## src/rtl/nrgp_pkg.sv

```systemverilog
// Package for the GPRMC sentence parser: command types, field widths,
// header table and the saturating decimal accumulate step.
// No dependencies.
package nrgp_pkg;

    localparam int MAX_SENTENCE_CHARS_DEF = 99;
    localparam int MAX_FIELD_CHARS_DEF    = 14;
    localparam int QUEUE_DEPTH_DEF        = 4;

    localparam int POS_W    = 7;
    localparam int FCNT_W   = 4;
    localparam int FIELD_W  = 3;
    localparam int VALUE_W  = 31;
    localparam int HEADER_LEN = 6;

    localparam logic [FIELD_W-1:0] LAT_FIELD = 3'd3;
    localparam logic [FIELD_W-1:0] LON_FIELD = 3'd5;
    localparam logic [FIELD_W-1:0] LAST_FIELD = 3'd6;

    localparam logic [VALUE_W-1:0] VALUE_MAX = 31'h7FFF_FFFF;

    localparam logic [7:0] CHAR_DOLLAR = 8'h24;
    localparam logic [7:0] CHAR_COMMA  = 8'h2C;
    localparam logic [7:0] CHAR_CR     = 8'h0D;
    localparam logic [7:0] CHAR_LF     = 8'h0A;
    localparam logic [7:0] CHAR_NUL    = 8'h00;

    localparam logic [1:0] REG_LAT_UPPER = 2'd0;
    localparam logic [1:0] REG_LAT_LOWER = 2'd1;
    localparam logic [1:0] REG_LON_UPPER = 2'd2;
    localparam logic [1:0] REG_LON_LOWER = 2'd3;

    localparam logic [VALUE_W-1:0] LAT_UPPER_RST = 31'd30142500;
    localparam logic [VALUE_W-1:0] LAT_LOWER_RST = 31'd30141500;
    localparam logic [VALUE_W-1:0] LON_UPPER_RST = 31'd97493500;
    localparam logic [VALUE_W-1:0] LON_LOWER_RST = 31'd97492000;

    typedef enum logic [1:0] {
        CMD_START,
        CMD_LAT,
        CMD_LON,
        CMD_END
    } cmd_kind_t;

    typedef struct packed {
        cmd_kind_t  kind;
        logic       match;
        logic       is_digit;
        logic [3:0] digit;
    } cmd_t;

    typedef struct packed {
        logic [VALUE_W-1:0] lat_upper;
        logic [VALUE_W-1:0] lat_lower;
        logic [VALUE_W-1:0] lon_upper;
        logic [VALUE_W-1:0] lon_lower;
    } bounds_t;

    function automatic logic [7:0] header_char(input logic [2:0] idx);
        logic [7:0] ch;
        case (idx)
            3'd0:    ch = CHAR_DOLLAR;
            3'd1:    ch = 8'h47;
            3'd2:    ch = 8'h50;
            3'd3:    ch = 8'h52;
            3'd4:    ch = 8'h4D;
            3'd5:    ch = 8'h43;
            default: ch = CHAR_NUL;
        endcase
        return ch;
    endfunction

    function automatic logic [VALUE_W-1:0] acc_step(input logic [VALUE_W-1:0] acc,
                                                    input logic [3:0] d);
        logic [VALUE_W+3:0] v;
        v = ((VALUE_W+4)'(acc) << 3) + ((VALUE_W+4)'(acc) << 1) + (VALUE_W+4)'(d);
        if (v > (VALUE_W+4)'(VALUE_MAX)) begin
            return VALUE_MAX;
        end
        return v[VALUE_W-1:0];
    endfunction

endpackage

```

## src/rtl/nrgp_front.sv

```systemverilog
// Front end: takes bytes, tracks sentence framing, header match and field
// number, and issues commands to the queue. Depends on nrgp_pkg.
module nrgp_front #(
    parameter int MAX_SENTENCE_CHARS = nrgp_pkg::MAX_SENTENCE_CHARS_DEF
) (
    input  logic          aclk,
    input  logic          aresetn,
    input  logic          s_tvalid,
    output logic          s_tready,
    input  logic [7:0]    s_tdata,     // rx_byte
    input  logic          q_full,
    output logic          q_push,
    output nrgp_pkg::cmd_t q_cmd
);
    import nrgp_pkg::*;

    localparam logic [POS_W-1:0] POS_MAX = POS_W'(MAX_SENTENCE_CHARS);

    logic               capturing_reg, capturing_next;
    logic [POS_W-1:0]   pos_reg, pos_next;
    logic               hdr_ok_reg, hdr_ok_next;
    logic [FIELD_W-1:0] field_reg, field_next;

    logic accept;
    logic is_eol;
    logic is_digit;

    assign s_tready = !q_full;
    assign accept   = s_tvalid && s_tready;
    assign is_eol   = s_tdata inside {CHAR_CR, CHAR_LF};
    assign is_digit = s_tdata inside {[8'h30:8'h39]};

    always_comb begin
        capturing_next = capturing_reg;
        pos_next       = pos_reg;
        hdr_ok_next    = hdr_ok_reg;
        field_next     = field_reg;
        q_push         = 1'b0;
        q_cmd.kind     = CMD_START;
        q_cmd.match    = 1'b0;
        q_cmd.is_digit = is_digit;
        q_cmd.digit    = s_tdata[3:0];
        if (accept) begin
            if (!capturing_reg) begin
                if (s_tdata == CHAR_DOLLAR) begin
                    capturing_next = 1'b1;
                    pos_next       = POS_W'(1);
                    hdr_ok_next    = 1'b1;
                    field_next     = '0;
                    q_push         = 1'b1;
                end
            end else if (is_eol) begin
                capturing_next = 1'b0;
                q_push         = 1'b1;
                q_cmd.kind     = CMD_END;
                q_cmd.match    = hdr_ok_reg && (pos_reg >= POS_W'(HEADER_LEN));
            end else if (pos_reg < POS_MAX) begin
                pos_next = pos_reg + POS_W'(1);
                if (pos_reg < POS_W'(HEADER_LEN) && s_tdata != header_char(pos_reg[2:0])) begin
                    hdr_ok_next = 1'b0;
                end
                if (s_tdata == CHAR_NUL) begin
                    pos_next = POS_MAX;
                end else if (s_tdata == CHAR_COMMA) begin
                    if (field_reg < LAST_FIELD) begin
                        field_next = field_reg + FIELD_W'(1);
                    end
                end else if (field_reg == LAT_FIELD) begin
                    q_push     = 1'b1;
                    q_cmd.kind = CMD_LAT;
                end else if (field_reg == LON_FIELD) begin
                    q_push     = 1'b1;
                    q_cmd.kind = CMD_LON;
                end
            end
        end
    end

    always_ff @(posedge aclk) begin
        if (!aresetn) begin
            capturing_reg <= 1'b0;
            pos_reg       <= '0;
            hdr_ok_reg    <= 1'b0;
            field_reg     <= '0;
        end else begin
            capturing_reg <= capturing_next;
            pos_reg       <= pos_next;
            hdr_ok_reg    <= hdr_ok_next;
            field_reg     <= field_next;
        end
    end

    a_field_sat: assert property (@(posedge aclk) disable iff (!aresetn)
        field_reg <= LAST_FIELD)
        else $error("field number past six");
    a_pos_open: assert property (@(posedge aclk) disable iff (!aresetn)
        capturing_reg |-> (pos_reg != '0 && pos_reg <= POS_MAX))
        else $error("position out of range while capturing");
    a_push_room: assert property (@(posedge aclk) disable iff (!aresetn)
        q_push |-> !q_full)
        else $error("push into full queue");

endmodule

```

## src/rtl/nrgp_queue.sv

```systemverilog
// Short command queue between front and back ends.
// Depends on nrgp_pkg.
module nrgp_queue #(
    parameter int DEPTH = nrgp_pkg::QUEUE_DEPTH_DEF
) (
    input  logic           aclk,
    input  logic           aresetn,
    input  logic           push,
    input  nrgp_pkg::cmd_t push_cmd,
    output logic           full,
    input  logic           pop,
    output logic           not_empty,
    output nrgp_pkg::cmd_t head_cmd
);
    import nrgp_pkg::*;

    localparam int PTR_W = (DEPTH > 1) ? $clog2(DEPTH) : 1;
    localparam int CNT_W = $clog2(DEPTH + 1);

    cmd_t             slot_reg [DEPTH];
    logic [PTR_W-1:0] wr_ptr_reg, wr_ptr_next;
    logic [PTR_W-1:0] rd_ptr_reg, rd_ptr_next;
    logic [CNT_W-1:0] count_reg, count_next;

    assign full      = (count_reg == CNT_W'(DEPTH));
    assign not_empty = (count_reg != '0);
    assign head_cmd  = slot_reg[rd_ptr_reg];

    always_comb begin
        wr_ptr_next = wr_ptr_reg;
        rd_ptr_next = rd_ptr_reg;
        count_next  = count_reg;
        if (push) begin
            wr_ptr_next = (wr_ptr_reg == PTR_W'(DEPTH - 1)) ? '0 : wr_ptr_reg + PTR_W'(1);
        end
        if (pop) begin
            rd_ptr_next = (rd_ptr_reg == PTR_W'(DEPTH - 1)) ? '0 : rd_ptr_reg + PTR_W'(1);
        end
        if (push && !pop) begin
            count_next = count_reg + CNT_W'(1);
        end else if (pop && !push) begin
            count_next = count_reg - CNT_W'(1);
        end
    end

    always_ff @(posedge aclk) begin
        if (push) begin
            slot_reg[wr_ptr_reg] <= push_cmd;
        end
    end

    always_ff @(posedge aclk) begin
        if (!aresetn) begin
            wr_ptr_reg <= '0;
            rd_ptr_reg <= '0;
            count_reg  <= '0;
        end else begin
            wr_ptr_reg <= wr_ptr_next;
            rd_ptr_reg <= rd_ptr_next;
            count_reg  <= count_next;
        end
    end

    a_count_bound: assert property (@(posedge aclk) disable iff (!aresetn)
        count_reg <= CNT_W'(DEPTH))
        else $error("queue count past depth");
    a_no_underflow: assert property (@(posedge aclk) disable iff (!aresetn)
        pop |-> not_empty)
        else $error("pop from empty queue");
    a_ptr_gap: assert property (@(posedge aclk) disable iff (!aresetn)
        (count_reg == '0) |-> (wr_ptr_reg == rd_ptr_reg))
        else $error("pointers differ on empty queue");

endmodule

```

## src/rtl/nrgp_back.sv

```systemverilog
// Back end: applies queued commands to the coordinate accumulators and
// drives the result register with the geofence flag. Depends on nrgp_pkg.
module nrgp_back #(
    parameter int MAX_FIELD_CHARS = nrgp_pkg::MAX_FIELD_CHARS_DEF
) (
    input  logic              aclk,
    input  logic              aresetn,
    input  logic              q_not_empty,
    input  nrgp_pkg::cmd_t    q_head,
    output logic              q_pop,
    input  nrgp_pkg::bounds_t bounds,
    output logic              m_tvalid,
    input  logic              m_tready,
    output logic [63:0]       m_tdata    // lat_value, lon_value, outside, zero pad
);
    import nrgp_pkg::*;

    localparam logic [FCNT_W-1:0] FCNT_MAX = FCNT_W'(MAX_FIELD_CHARS);

    logic [VALUE_W-1:0] lat_acc_reg, lat_acc_next;
    logic [VALUE_W-1:0] lon_acc_reg, lon_acc_next;
    logic [FCNT_W-1:0]  lat_cnt_reg, lat_cnt_next;
    logic [FCNT_W-1:0]  lon_cnt_reg, lon_cnt_next;
    logic               out_valid_reg;
    logic [VALUE_W-1:0] out_lat_reg, out_lon_reg;
    logic               out_flag_reg;

    logic out_free;
    logic emit;
    logic outside;

    assign out_free = !out_valid_reg || m_tready;
    assign q_pop    = q_not_empty && (q_head.kind != CMD_END || out_free);
    assign emit     = q_pop && q_head.kind == CMD_END && q_head.match;
    assign outside  = (lat_acc_reg > bounds.lat_upper) || (lat_acc_reg < bounds.lat_lower)
                   || (lon_acc_reg > bounds.lon_upper) || (lon_acc_reg < bounds.lon_lower);

    assign m_tvalid = out_valid_reg;
    assign m_tdata  = {1'b0, out_flag_reg, out_lon_reg, out_lat_reg};

    always_comb begin
        lat_acc_next = lat_acc_reg;
        lon_acc_next = lon_acc_reg;
        lat_cnt_next = lat_cnt_reg;
        lon_cnt_next = lon_cnt_reg;
        if (q_pop) begin
            case (q_head.kind)
                CMD_START: begin
                    lat_acc_next = '0;
                    lon_acc_next = '0;
                    lat_cnt_next = '0;
                    lon_cnt_next = '0;
                end
                CMD_LAT: begin
                    if (lat_cnt_reg < FCNT_MAX) begin
                        lat_cnt_next = lat_cnt_reg + FCNT_W'(1);
                        if (q_head.is_digit) begin
                            lat_acc_next = acc_step(lat_acc_reg, q_head.digit);
                        end
                    end
                end
                CMD_LON: begin
                    if (lon_cnt_reg < FCNT_MAX) begin
                        lon_cnt_next = lon_cnt_reg + FCNT_W'(1);
                        if (q_head.is_digit) begin
                            lon_acc_next = acc_step(lon_acc_reg, q_head.digit);
                        end
                    end
                end
                default: begin
                end
            endcase
        end
    end

    always_ff @(posedge aclk) begin
        if (!aresetn) begin
            lat_acc_reg   <= '0;
            lon_acc_reg   <= '0;
            lat_cnt_reg   <= '0;
            lon_cnt_reg   <= '0;
            out_valid_reg <= 1'b0;
        end else begin
            lat_acc_reg <= lat_acc_next;
            lon_acc_reg <= lon_acc_next;
            lat_cnt_reg <= lat_cnt_next;
            lon_cnt_reg <= lon_cnt_next;
            if (emit) begin
                out_valid_reg <= 1'b1;
            end else if (m_tready) begin
                out_valid_reg <= 1'b0;
            end
        end
    end

    always_ff @(posedge aclk) begin
        if (emit) begin
            out_lat_reg  <= lat_acc_reg;
            out_lon_reg  <= lon_acc_reg;
            out_flag_reg <= outside;
        end
    end

    a_emit_valid: assert property (@(posedge aclk) disable iff (!aresetn)
        emit |=> out_valid_reg)
        else $error("result lost after sentence end");
    a_no_overwrite: assert property (@(posedge aclk) disable iff (!aresetn)
        (out_valid_reg && !m_tready) |-> !emit)
        else $error("pending result overwritten");
    a_cnt_cap: assert property (@(posedge aclk) disable iff (!aresetn)
        (lat_cnt_reg <= FCNT_MAX) && (lon_cnt_reg <= FCNT_MAX))
        else $error("field character count past cap");

endmodule

```

## src/rtl/nmea_rmc_geofence_parser_core.sv

```systemverilog
// Top level of the GPRMC sentence parser with geofence check: config
// registers, front end, command queue and back end. Depends on nrgp_pkg.
//
//   channel   ports            payload
//   input     s_tvalid/tready  s_tdata[7:0] = rx_byte
//   result    m_tvalid/tready  m_tdata[30:0] lat_value, [61:31] lon_value, [62] outside
//   config    cfg_wr_en        cfg_addr selects bound, cfg_wdata[30:0]
//
// One byte per cycle while the queue is not full; a result for a CR/LF byte
// passes through a queue slot, then the result register, before m_tvalid.
// The queue holds QUEUE_DEPTH commands; input stalls only when it is full.
// A result waiting on m_tready stalls the back end at the next sentence end.
// Reset is synchronous on aresetn and restores the default bounds.
module nmea_rmc_geofence_parser_core #(
    parameter int MAX_SENTENCE_CHARS = nrgp_pkg::MAX_SENTENCE_CHARS_DEF,
    parameter int MAX_FIELD_CHARS    = nrgp_pkg::MAX_FIELD_CHARS_DEF,
    parameter int QUEUE_DEPTH        = nrgp_pkg::QUEUE_DEPTH_DEF
) (
    input  logic        aclk,
    input  logic        aresetn,
    input  logic        s_tvalid,
    output logic        s_tready,
    input  logic [7:0]  s_tdata,    // rx_byte
    output logic        m_tvalid,
    input  logic        m_tready,
    output logic [63:0] m_tdata,    // lat_value, lon_value, outside, zero pad
    input  logic        cfg_wr_en,
    input  logic [1:0]  cfg_addr,
    input  logic [30:0] cfg_wdata
);
    import nrgp_pkg::*;

    bounds_t bounds_reg;
    cmd_t    push_cmd;
    cmd_t    head_cmd;
    logic    q_push;
    logic    q_pop;
    logic    q_full;
    logic    q_not_empty;

    always_ff @(posedge aclk) begin
        if (!aresetn) begin
            bounds_reg.lat_upper <= LAT_UPPER_RST;
            bounds_reg.lat_lower <= LAT_LOWER_RST;
            bounds_reg.lon_upper <= LON_UPPER_RST;
            bounds_reg.lon_lower <= LON_LOWER_RST;
        end else if (cfg_wr_en) begin
            case (cfg_addr)
                REG_LAT_UPPER: bounds_reg.lat_upper <= cfg_wdata;
                REG_LAT_LOWER: bounds_reg.lat_lower <= cfg_wdata;
                REG_LON_UPPER: bounds_reg.lon_upper <= cfg_wdata;
                REG_LON_LOWER: bounds_reg.lon_lower <= cfg_wdata;
                default: begin
                end
            endcase
        end
    end

    nrgp_front #(
        .MAX_SENTENCE_CHARS(MAX_SENTENCE_CHARS)
    ) u_front (
        .aclk     (aclk),
        .aresetn  (aresetn),
        .s_tvalid (s_tvalid),
        .s_tready (s_tready),
        .s_tdata  (s_tdata),
        .q_full   (q_full),
        .q_push   (q_push),
        .q_cmd    (push_cmd)
    );

    nrgp_queue #(
        .DEPTH(QUEUE_DEPTH)
    ) u_queue (
        .aclk      (aclk),
        .aresetn   (aresetn),
        .push      (q_push),
        .push_cmd  (push_cmd),
        .full      (q_full),
        .pop       (q_pop),
        .not_empty (q_not_empty),
        .head_cmd  (head_cmd)
    );

    nrgp_back #(
        .MAX_FIELD_CHARS(MAX_FIELD_CHARS)
    ) u_back (
        .aclk        (aclk),
        .aresetn     (aresetn),
        .q_not_empty (q_not_empty),
        .q_head      (head_cmd),
        .q_pop       (q_pop),
        .bounds      (bounds_reg),
        .m_tvalid    (m_tvalid),
        .m_tready    (m_tready),
        .m_tdata     (m_tdata)
    );

endmodule
```

## config.mk

```make
export PLATFORM = sky130hd
export DESIGN_NAME = nmea_rmc_geofence_parser_core
export DESIGN_NICKNAME = d
export VERILOG_FILES = /design/src/rtl/nrgp_pkg.sv /design/src/rtl/nrgp_front.sv /design/src/rtl/nrgp_queue.sv /design/src/rtl/nrgp_back.sv /design/src/rtl/nmea_rmc_geofence_parser_core.sv
export SDC_FILE = /design/constraint.sdc
export NUM_CORES = 1
export LEC_CHECK = 0
export ABC_AREA = 1
export BUFFER_PORTS_ARGS = -buffer_cell sky130_fd_sc_hd__buf_2
export CORE_AREA = 2 2 182 184
export DETAILED_ROUTE_END_ITERATION = 10
export DIE_AREA = 0 0 184 186
export PLACE_DENSITY = 0.84
export REMOVE_ABC_BUFFERS = 1
export SLEW_MARGIN = 0
export SYNTH_ARGS = -nofsm -noshare
export SYNTH_HDL_FRONTEND = slang
export SYNTH_HIERARCHICAL = 1
export SYNTH_SLANG_ARGS = --single-unit
```

## constraint.sdc

```tcl
create_clock -name aclk -period 9.75 [get_ports aclk]
set_clock_uncertainty 0.1 [all_clocks]
set_input_delay 2.4375 -clock aclk [delete_from_list [all_inputs] [get_ports aclk]]
set_output_delay 2.4375 -clock aclk [all_outputs]
set_load 0.005 [all_outputs]
```

==> Yosys cells after proc, flatten, opt, wreduce, memory -nomap -nowiden <==
Memory sizes are Yosys's and may differ from the RTL's. A register that Yosys moved wholly into a read port is not among the register bits.
Cells that the tools add are included.
{ "word_totals": {"n_memories": 1, "output_inout_bits": 66, "register_bits": 277, "ramBits": 32, "input_bits": 46, "elab_cells": 194} }
{ "op_classes": {"eq_ne": 32, "addsub": 12, "mux": 76, "n_reduce_logical": 40, "magnitude_cmp": 14} }
{ "mem_list": {"columns": ["memory", "words", "word_bits", "rd", "rd_ports_with_merged_regs", "write_ports", "line_no", "rtl"], "rows": [
  ["u_queue.slot_reg", 4, 8, 1, 1, 1, "nrgp_queue.sv:20", "cmd_t slot_reg [DEPTH];"]
]} }
{ "op_table": {"columns": ["cell", "n"], "rows": [
  ["two-way mux 31 bit", 8],
  ["case mux 31 bit (2 select lines)", 2],
  ["adder 34 x 32 -> 35 bit", 2],
  ["adder 35 x 4 -> 35 bit", 2],
  ["> comparator 35 x 31 -> 1 bit (second input constant)", 2],
  ["> comparator 31 bit", 2],
  ["< comparator 31 bit", 2],
  ["case mux 7 bit (6 select lines)", 1],
  ["two-way mux 7 bit", 5],
  ["two-way mux 3 bit", 11],
  ["two-way mux 8 bit", 4],
  ["two-way mux 1 bit", 31],
  ["two-way mux 2 bit", 10],
  ["inequality test 2 bit (second input constant)", 9],
  ["== test 8 x 4 -> 1 bit (second input constant)", 2],
  ["== test 8 x 6 -> 1 bit (second input constant)", 2],
  ["case mux 4 bit (2 select lines)", 2],
  ["== test 2 bit (second input constant)", 6],
  ["== test 3 bit (second input constant)", 4],
  ["AND reduction 4 bit", 3],
  ["nonzero test 2 bit", 6],
  ["== test 3 x 2 -> 1 bit (second input constant)", 3],
  ["logical AND 1 bit", 9],
  ["adder 4 x 1 -> 4 bit (second input constant)", 2],
  ["26 further kinds", 44]
]} }

==> Longest topological paths before layout <==
Gate-level depths: netlist of run 1.
{ "depth": {"word_depth": 13, "depth_mapped": 23, "ltp_nobuf": 21} }

==> By module <==
Netlist of run 1, hierarchy kept.
{ "by_module_without_submodules": {"columns": ["mod", "instances", "seq_area_each_um2", "cells_each", "area_per_inst_um2"], "rows": [
  ["nrgp_back", 1, 3313.2, 1945, 13893.3],
  ["nmea_rmc_geofence_parser_core", 1, 2482.4, 687, 4832.1],
  ["nrgp_queue", 1, 1141.1, 136, 1654.1],
  ["nrgp_front", 1, 240.2, 205, 1197.4]
]} }

==> Worst setup path before layout of run 1 <==
Ideal clock, no wire load.
{ "synth_timing": {"kind": "input to register", "startpoint": "input m_tready", "endpoint": "register u_back.out_flag_reg, enable pin", "required_ps": 9165, "arrival_ps": 5460, "path_buffers": 0, "path_stages": 6, "slack_ps": 3705, "setup_ps": 485, "path_cell_list": "inv_1 -> nand2_1 -> inv_1 -> a31oi_1 -> nand2_1 -> nor2_1"} }
{ "synth_via": {"elab_chain_len": 5} }
{ "synth_lines": {"columns": ["element", "line_no", "rtl"], "rows": [
  ["from (decl)", "nmea_rmc_geofence_parser_core.sv:25", "input logic m_tready,"],
  ["logical OR 1 bit", "nrgp_back.sv:32", "assign out_free = !out_valid_reg || m_tready;"],
  ["logical OR 1 bit", "nrgp_back.sv:33", "assign q_pop = q_not_empty && (q_head.kind != CMD_END || out_free);"],
  ["logical AND 1 bit", "nrgp_back.sv:33", null],
  ["named net q_pop", "nmea_rmc_geofence_parser_core.sv:37", "logic q_pop;"],
  ["logical AND 1 bit (2 in a row)", "nrgp_back.sv:34", "assign emit = q_pop && q_head.kind == CMD_END && q_head.match;"],
  ["named net u_back.emit", "nrgp_back.sv:29", "logic emit;"],
  ["to (signal assigned)", "nrgp_back.sv:100", "out_flag_reg <= outside;"],
  ["to (decl)", "nrgp_back.sv:26", "logic out_flag_reg;"]
]} }
The timed path passes the listed nets, and every way through them passes these cells.
A chain may end at the register's enable or synchronous reset.

==> metrics.txt, run 1 <==
crit-path max FO 31; DR vias/cell 5.61; post-route DRC violation count 0; GRT Total Usage 32.6%; layout cells sized above 1 11.3%; static leakage 0.0129 uW; Clock Tree Root clkbuf_16; CTS Buffer Depth 3; CTS tree yes; post-synthesis instance total 2973; fmax 0.211 GHz; setup TNS 0 ns; Hold Vio Cnt, Final 0; fin worst setup slack 5.01 ns; RSZ-0062 raised after global routing false; GPL Wtd Cong 0.955; IO Pins around 110; commonest non-fill, non-tap cells in the layout nand2_1, inv_1, ha_1, nor2_1, dfxtp_1; DIE AREA 0.0342 mm2; core area 0.0322 mm2; outcome finished clean; DRT iter0 DRCs 1669; Crit Path Class reg -> reg; # Post-CTS Setup Buffers 0; clk sinks 311; setup slack, reg-to-reg 5.01 ns; CTS resizes 0; Worst setup EP type register; drt pass-1 iters 7; # rows 66; Synth cell types 53; initial antenna violation count 2; critical path data arrival time 5.04 ns; Yosys warnings 6; fraction of registers with async set/reset 0%; Routed Antenna Nets 0; Routed WL per cell 16.0 um; total power about 3600 uW; Synth area leaders dfxtp_1, ha_1, nand2_1; first-pass GRT wire length 90200 um; Syn-to-layout area delta 8.41%; clk_lat worst skew approximately 0.54 ns; Fin Hold WS 0.354 ns; dpl cell area approximately 0.022 mm2; CTS clk-pin slew, worst paths 0.06 ns; Slew Limit Fails 0; Cell Pwr Density 155 mW/mm2; CP startpoint kind register; Hold Crit Class reg -> reg; max FFs per register around 120; top_reg_cell synth dfxtp_1; Req. time, crit path 10.04 ns; Place WS 5.01 ns; area leader, netlist dfxtp_1; CTS H-tree lvls 2; worst slew pin tran 1.18 ns; post-cts hold buffer count 0; sequential share of the synthesized area 33.3%; Routed WL 55500 um; Post-synth EDFFs 95; Final nets 3350; final period utilization between 40% and 50%; pin count of the biggest net entering global routing 86; mean post-synth cell area 7.26 um2; grt total ovfl 0; routed via count 19500; Num CTS Buffers 35; Max VDD drop 0.141 mV; IO Port Bufs 110; Final HPWL DP between 40000 and 50000 um; Max Cap Viol 0; final instance area 0.0234 mm2; most common cell after layout, fill and taps aside nand2_1; Post-Syn Area about 0.022 mm2; top cell type's share of synthesized area about a fifth; die height approximately 190 um; final setup fails 0; width of the die 184 um; initial core utilization 67.0%; Max transition margin 21.3%; Yosys reg bits slightly above 300; Min Clock Period, post-route 4.74 ns; vias in the first global route 18500
logic make-up after synthesis:
family                     after synthesis  synth area share (%)
and+or+nand+nor                       1481                  30.4
buffers and inverters                  564                  10.8
DFF                                    311                  33.3
AOI/OAI and AO/OA                      310                  8.33
adders and majority gates              265                  15.5
xor gates and xnor gates                41                  1.66
other                                    1                0.0174
power by group:
| group | internal (uW) | switching, uW | leakage (uW) |
|---|---|---|---|
| logic | 220 | 509 | 0.00963 |
| clock network | 833 | 563 | 0.000577 |
| registers | 1430 | 65.4 | 0.00271 |
final timing paths:
path / start / end / depth (start not counted)
setup / recovery: register / u_back/lat_acc_reg[16]$_SDFFE_PN0P_ / 20
hold / removal: u_back/lat_cnt_reg[3]$_SDFFE_PN0P_ / u_back/lat_cnt_reg[3]$_SDFFE_PN0P_ / 2
setup reg to reg: register / u_back/lat_acc_reg[16]$_SDFFE_PN0P_ / 20
hold reg to reg: u_back/lat_cnt_reg[3]$_SDFFE_PN0P_ / u_back/lat_cnt_reg[3]$_SDFFE_PN0P_ / 2
per-stage QoR:
stage	util [%]	cells
after global routing	72.6	3475
after detailed placement	68.9	3410
final	72.6	3475
after global placement	68.9	3410
after CTS	72.6	3474
after floorplan	-	2884
critical path, stage by stage, from the launching register on:
cell     delay, ns
dfxtp_1       0.49
inv_2         0.32
o21ai_0       0.13
o22ai_1       0.50
ha_1          0.35
ha_1          0.22
inv_1         0.07
fa_1          0.20
inv_1         0.07
nand3_1       0.08
nand3_1       0.16
nand3_1       0.13
nand3_2       0.15
nand2_1       0.11
nand2_1       0.11
nand2_1       0.08
nand2_1       0.08
nor2_4        0.85
nand3_2       0.17
nand2_1       0.13
a21oi_2       0.05
cell usage after synthesis, drive strengths merged, types with 2 or more instances:
cell	instances
ha	260
o22ai	8
and2	3
nand2	885
buf	64
o21a	6
a21o	2
dfxtp	216
o21ai	49
xnor2	32
o31ai	2
a21oi	218
clkinv	2
or2	2
clkbuf	25
nand4	43
nor3	22
inv	473
nor2	274
a31oi	4
nand3b	4
o211ai	8
nor4b	2
fa	5
nand3	238
edfxtp	95
xor2	9
o21bai	8
nor4	6
o221ai	2
layout make-up:
cell class / instances / area, um2
multi-input cells: 2098 / 12100
fillers: 2605 / 8810
flip-flops and latches: 311 / 7180
inverters: 475 / 1790
clock buffers: 49 / 1000
repair buffers: 118 / 613
well taps: 408 / 510
clock inverters: 15 / 205
diodes: 1 / 2.50
metal layers:
layer	global-route usage, %	vias up	share of wire, %
li1	-	9671	-
met1	43.0	9036	44
met2	56.0	666	47
met3	4.46	118	7.0
met4	9.70	2	2.5
met5	0	-	0.023
(Power assumes the default switching activity.)
==> inputs of run 2 (changes only) <==
--- a/config.mk
+++ b/config.mk
@@ -7,10 +7,10 @@
 export LEC_CHECK = 0
 export ABC_AREA = 1
 export BUFFER_PORTS_ARGS = -buffer_cell sky130_fd_sc_hd__buf_2
-export CORE_AREA = 2 2 182 184
+export CORE_AREA = 2 2 198 200
 export DETAILED_ROUTE_END_ITERATION = 10
-export DIE_AREA = 0 0 184 186
-export PLACE_DENSITY = 0.84
+export DIE_AREA = 0 0 200 202
+export PLACE_DENSITY = 0.75
 export REMOVE_ABC_BUFFERS = 1
 export SLEW_MARGIN = 0
 export SYNTH_ARGS = -nofsm -noshare
==> constraint.sdc (replaced) <==
create_clock -name aclk -period 4.08 [get_ports aclk]
set_clock_uncertainty 0.1 [all_clocks]
set_input_delay 1.02 -clock aclk [delete_from_list [all_inputs] [get_ports aclk]]
set_output_delay 1.02 -clock aclk [all_outputs]
set_load 0.005 [all_outputs]
==> run 2 against run 1 <==
Critical path depth rose by 2. Hold slack improved by 0.0019 ns. Clock-buffer cell count down 5. Via count fell by 2.0%. Cell count up 3.9%. Largest power group unchanged. Design area grew 1.4%. Sequential cell count stayed put.
==> metrics.txt, run 2 (synthesis results as in run 1) <==
outcome finished clean; worst slew pin tran 0.947 ns; Clock Tree Root clkbuf_16; clk sinks 311; commonest non-fill, non-tap cells in the layout nand2_1, inv_1, ha_1, nor2_1, dfxtp_1; DRT iter0 DRCs 1207; Req. time, crit path 4.37 ns; routed via count approximately 19000; drt pass-1 iters 6; final period utilization 91.4%; Routed WL 56200 um; layout cells sized above 1 11.9%; die height slightly above 200 um; final instance area 0.0237 mm2; Routed WL per cell roughly 16 um; Hold Crit Class reg -> reg; CP startpoint kind register; pin count of the biggest net entering global routing between 100 and 150; post-route DRC violation count 0; CTS Buffer Depth 3; Max VDD drop 0.442 mV; final setup fails 0; first-pass GRT wire length between 90000 and 100000 um; CP endpoint u_back/lon_acc_reg[10]$_SDFFE_PN0P_; Crit Path Class reg -> reg; crit-path max FO 31; FF/Latch Area 0.00718 mm2; placed cells approximately 3500; grt total ovfl 0; GRT Total Usage 28.2%; CTS tree yes; fin worst setup slack approximately 0.35 ns; Worst R2R Path Depth 22; post-cts hold buffer count 0; width of the die around 200 um; DR vias/cell 5.29; Max Cap Viol 0; RSZ-0062 raised after global routing false; IO Pins 112; GPL Wtd Cong 0.911; DIE AREA 0.0404 mm2; Slew Limit Fails 0; FF-to-FF End u_back/lon_acc_reg[10]$_SDFFE_PN0P_; clk_lat worst skew about 0.56 ns; max FFs per register 124; critical path data arrival time 4.02 ns; Fill cells 3547; Post-Layout Cell Count around 3600; CTS clk-pin slew, worst paths ~0.06 ns; initial core utilization 56.4%; Num CTS Buffers 36; static leakage 0.0130 uW; setup TNS 0 ns; core area 0.0383 mm2; Worst setup EP type register; Routed Antenna Nets 0; Max transition margin between 30% and 40%; CTS H-tree lvls 2; Cell Pwr Density 363 mW/mm2; vias in the first global route ~18000; initial antenna violation count 6; Min Clock Period, post-route ~3.7 ns; # rows 72; Final nets 3371; fmax approximately 0.27 GHz; dpl cell area 0.0225 mm2; most common cell after layout, fill and taps aside nand2_1; IO Port Bufs 110; Hold Vio Cnt, Final 0; Place WS -0.0407 ns; multi-input gate area in the final layout between 0.01 and 0.015 mm2; setup slack, reg-to-reg 0.35 ns; Syn-to-layout area delta 9.98%; Final HPWL DP 42200 um
run 2: cell count changes in the layout (fill, tap and decap cells not counted), moves of 2 or more:
| cell | previous run | this run |
|---|---|---|
| buf_4 | 9 | 21 |
| buf_12 | 0 | 7 |
| clkinv_2 | 2 | 9 |
| clkinv_1 | 3 | 6 |
| clkinvlp_4 | 5 | 2 |
| clkbuf_2 | 2 | 0 |
| clkbuf_8 | 3 | 1 |
| clkinv_4 | 0 | 2 |
| diode_2 | 1 | 3 |
run 2: area by class of cell:
type | instances | share of cell area, %
tap | 518 | 2.73
clock inverter | 22 | 0.844
sequential | 311 | 30.2
antenna | 3 | 0.0316
inverter | 475 | 7.52
clock buffer | 44 | 4.05
multi-input combinational | 2099 | 51.0
timing repair buffer | 137 | 3.55
run 2: worst min path at each step:
stage	cells past startpoint	end	start	slack, ns
floorplan	2	bounds_reg[105]$_SDFFE_PN1P_	bounds_reg[105]$_SDFFE_PN1P_	0.33
global placement	2	bounds_reg[47]$_SDFFE_PN1P_	bounds_reg[47]$_SDFFE_PN1P_	0.34
detailed placement	2	bounds_reg[47]$_SDFFE_PN1P_	bounds_reg[47]$_SDFFE_PN1P_	0.34
CTS	2	u_back/lat_cnt_reg[3]$_SDFFE_PN0P_	u_back/lat_cnt_reg[3]$_SDFFE_PN0P_	0.36
global route	2	bounds_reg[53]$_SDFFE_PN1P_	bounds_reg[53]$_SDFFE_PN1P_	0.37
finish	2	bounds_reg[47]$_SDFFE_PN1P_	bounds_reg[47]$_SDFFE_PN1P_	0.36
run 2: worst max-delay path, stage by stage (launching register included):
cell	delay [ns]
dfxtp_1	0.44
o21ai_0	0.14
o22ai_1	0.18
inv_1	0.13
buf_4	0.17
fa_1	0.58
inv_1	0.06
ha_1	0.29
nand2_1	0.06
nand2_1	0.10
nand3_1	0.14
nand2_1	0.13
nand2_1	0.10
nand2_2	0.10
nand2_2	0.08
nand2_1	0.05
nand2_1	0.07
nand2_2	0.06
nor2_4	0.10
buf_12	0.23
nand3_2	0.09
nand2_1	0.07
a21oi_1	0.06
run 2: per-stage QoR:
step / utilization (%) / hold WS, ns / power, uW
final: 62.0 / 0.356 / 8620
after global routing: 62.0 / 0.374 / 9030
after CTS: 61.9 / 0.358 / 8680
after detailed placement: 58.8 / 0.343 / 5420
after global placement: 58.8 / 0.340 / 5350
after floorplan: - / 0.329 / 4700
run 2: report_power, final:
group	switching, uW	internal [uW]
Combinational	1220	604
Clock	1360	1880
Sequential	142	3420
run 2: routing by layer:
layer,part of all wire (%),GRT usage (%)
met5,0.068,0
met4,2.6,9.02
met3,5.8,4.62
met2,47,47.0
met1,45,37.3
run 2: what timing repair did:
action / CTS / global route
gates resized for setup: 1 / 1
buffers inserted: 0 / 2
pin swaps: 0 / 2
gates cloned: 1 / 0
setup endpoints to repair: 31 / 28
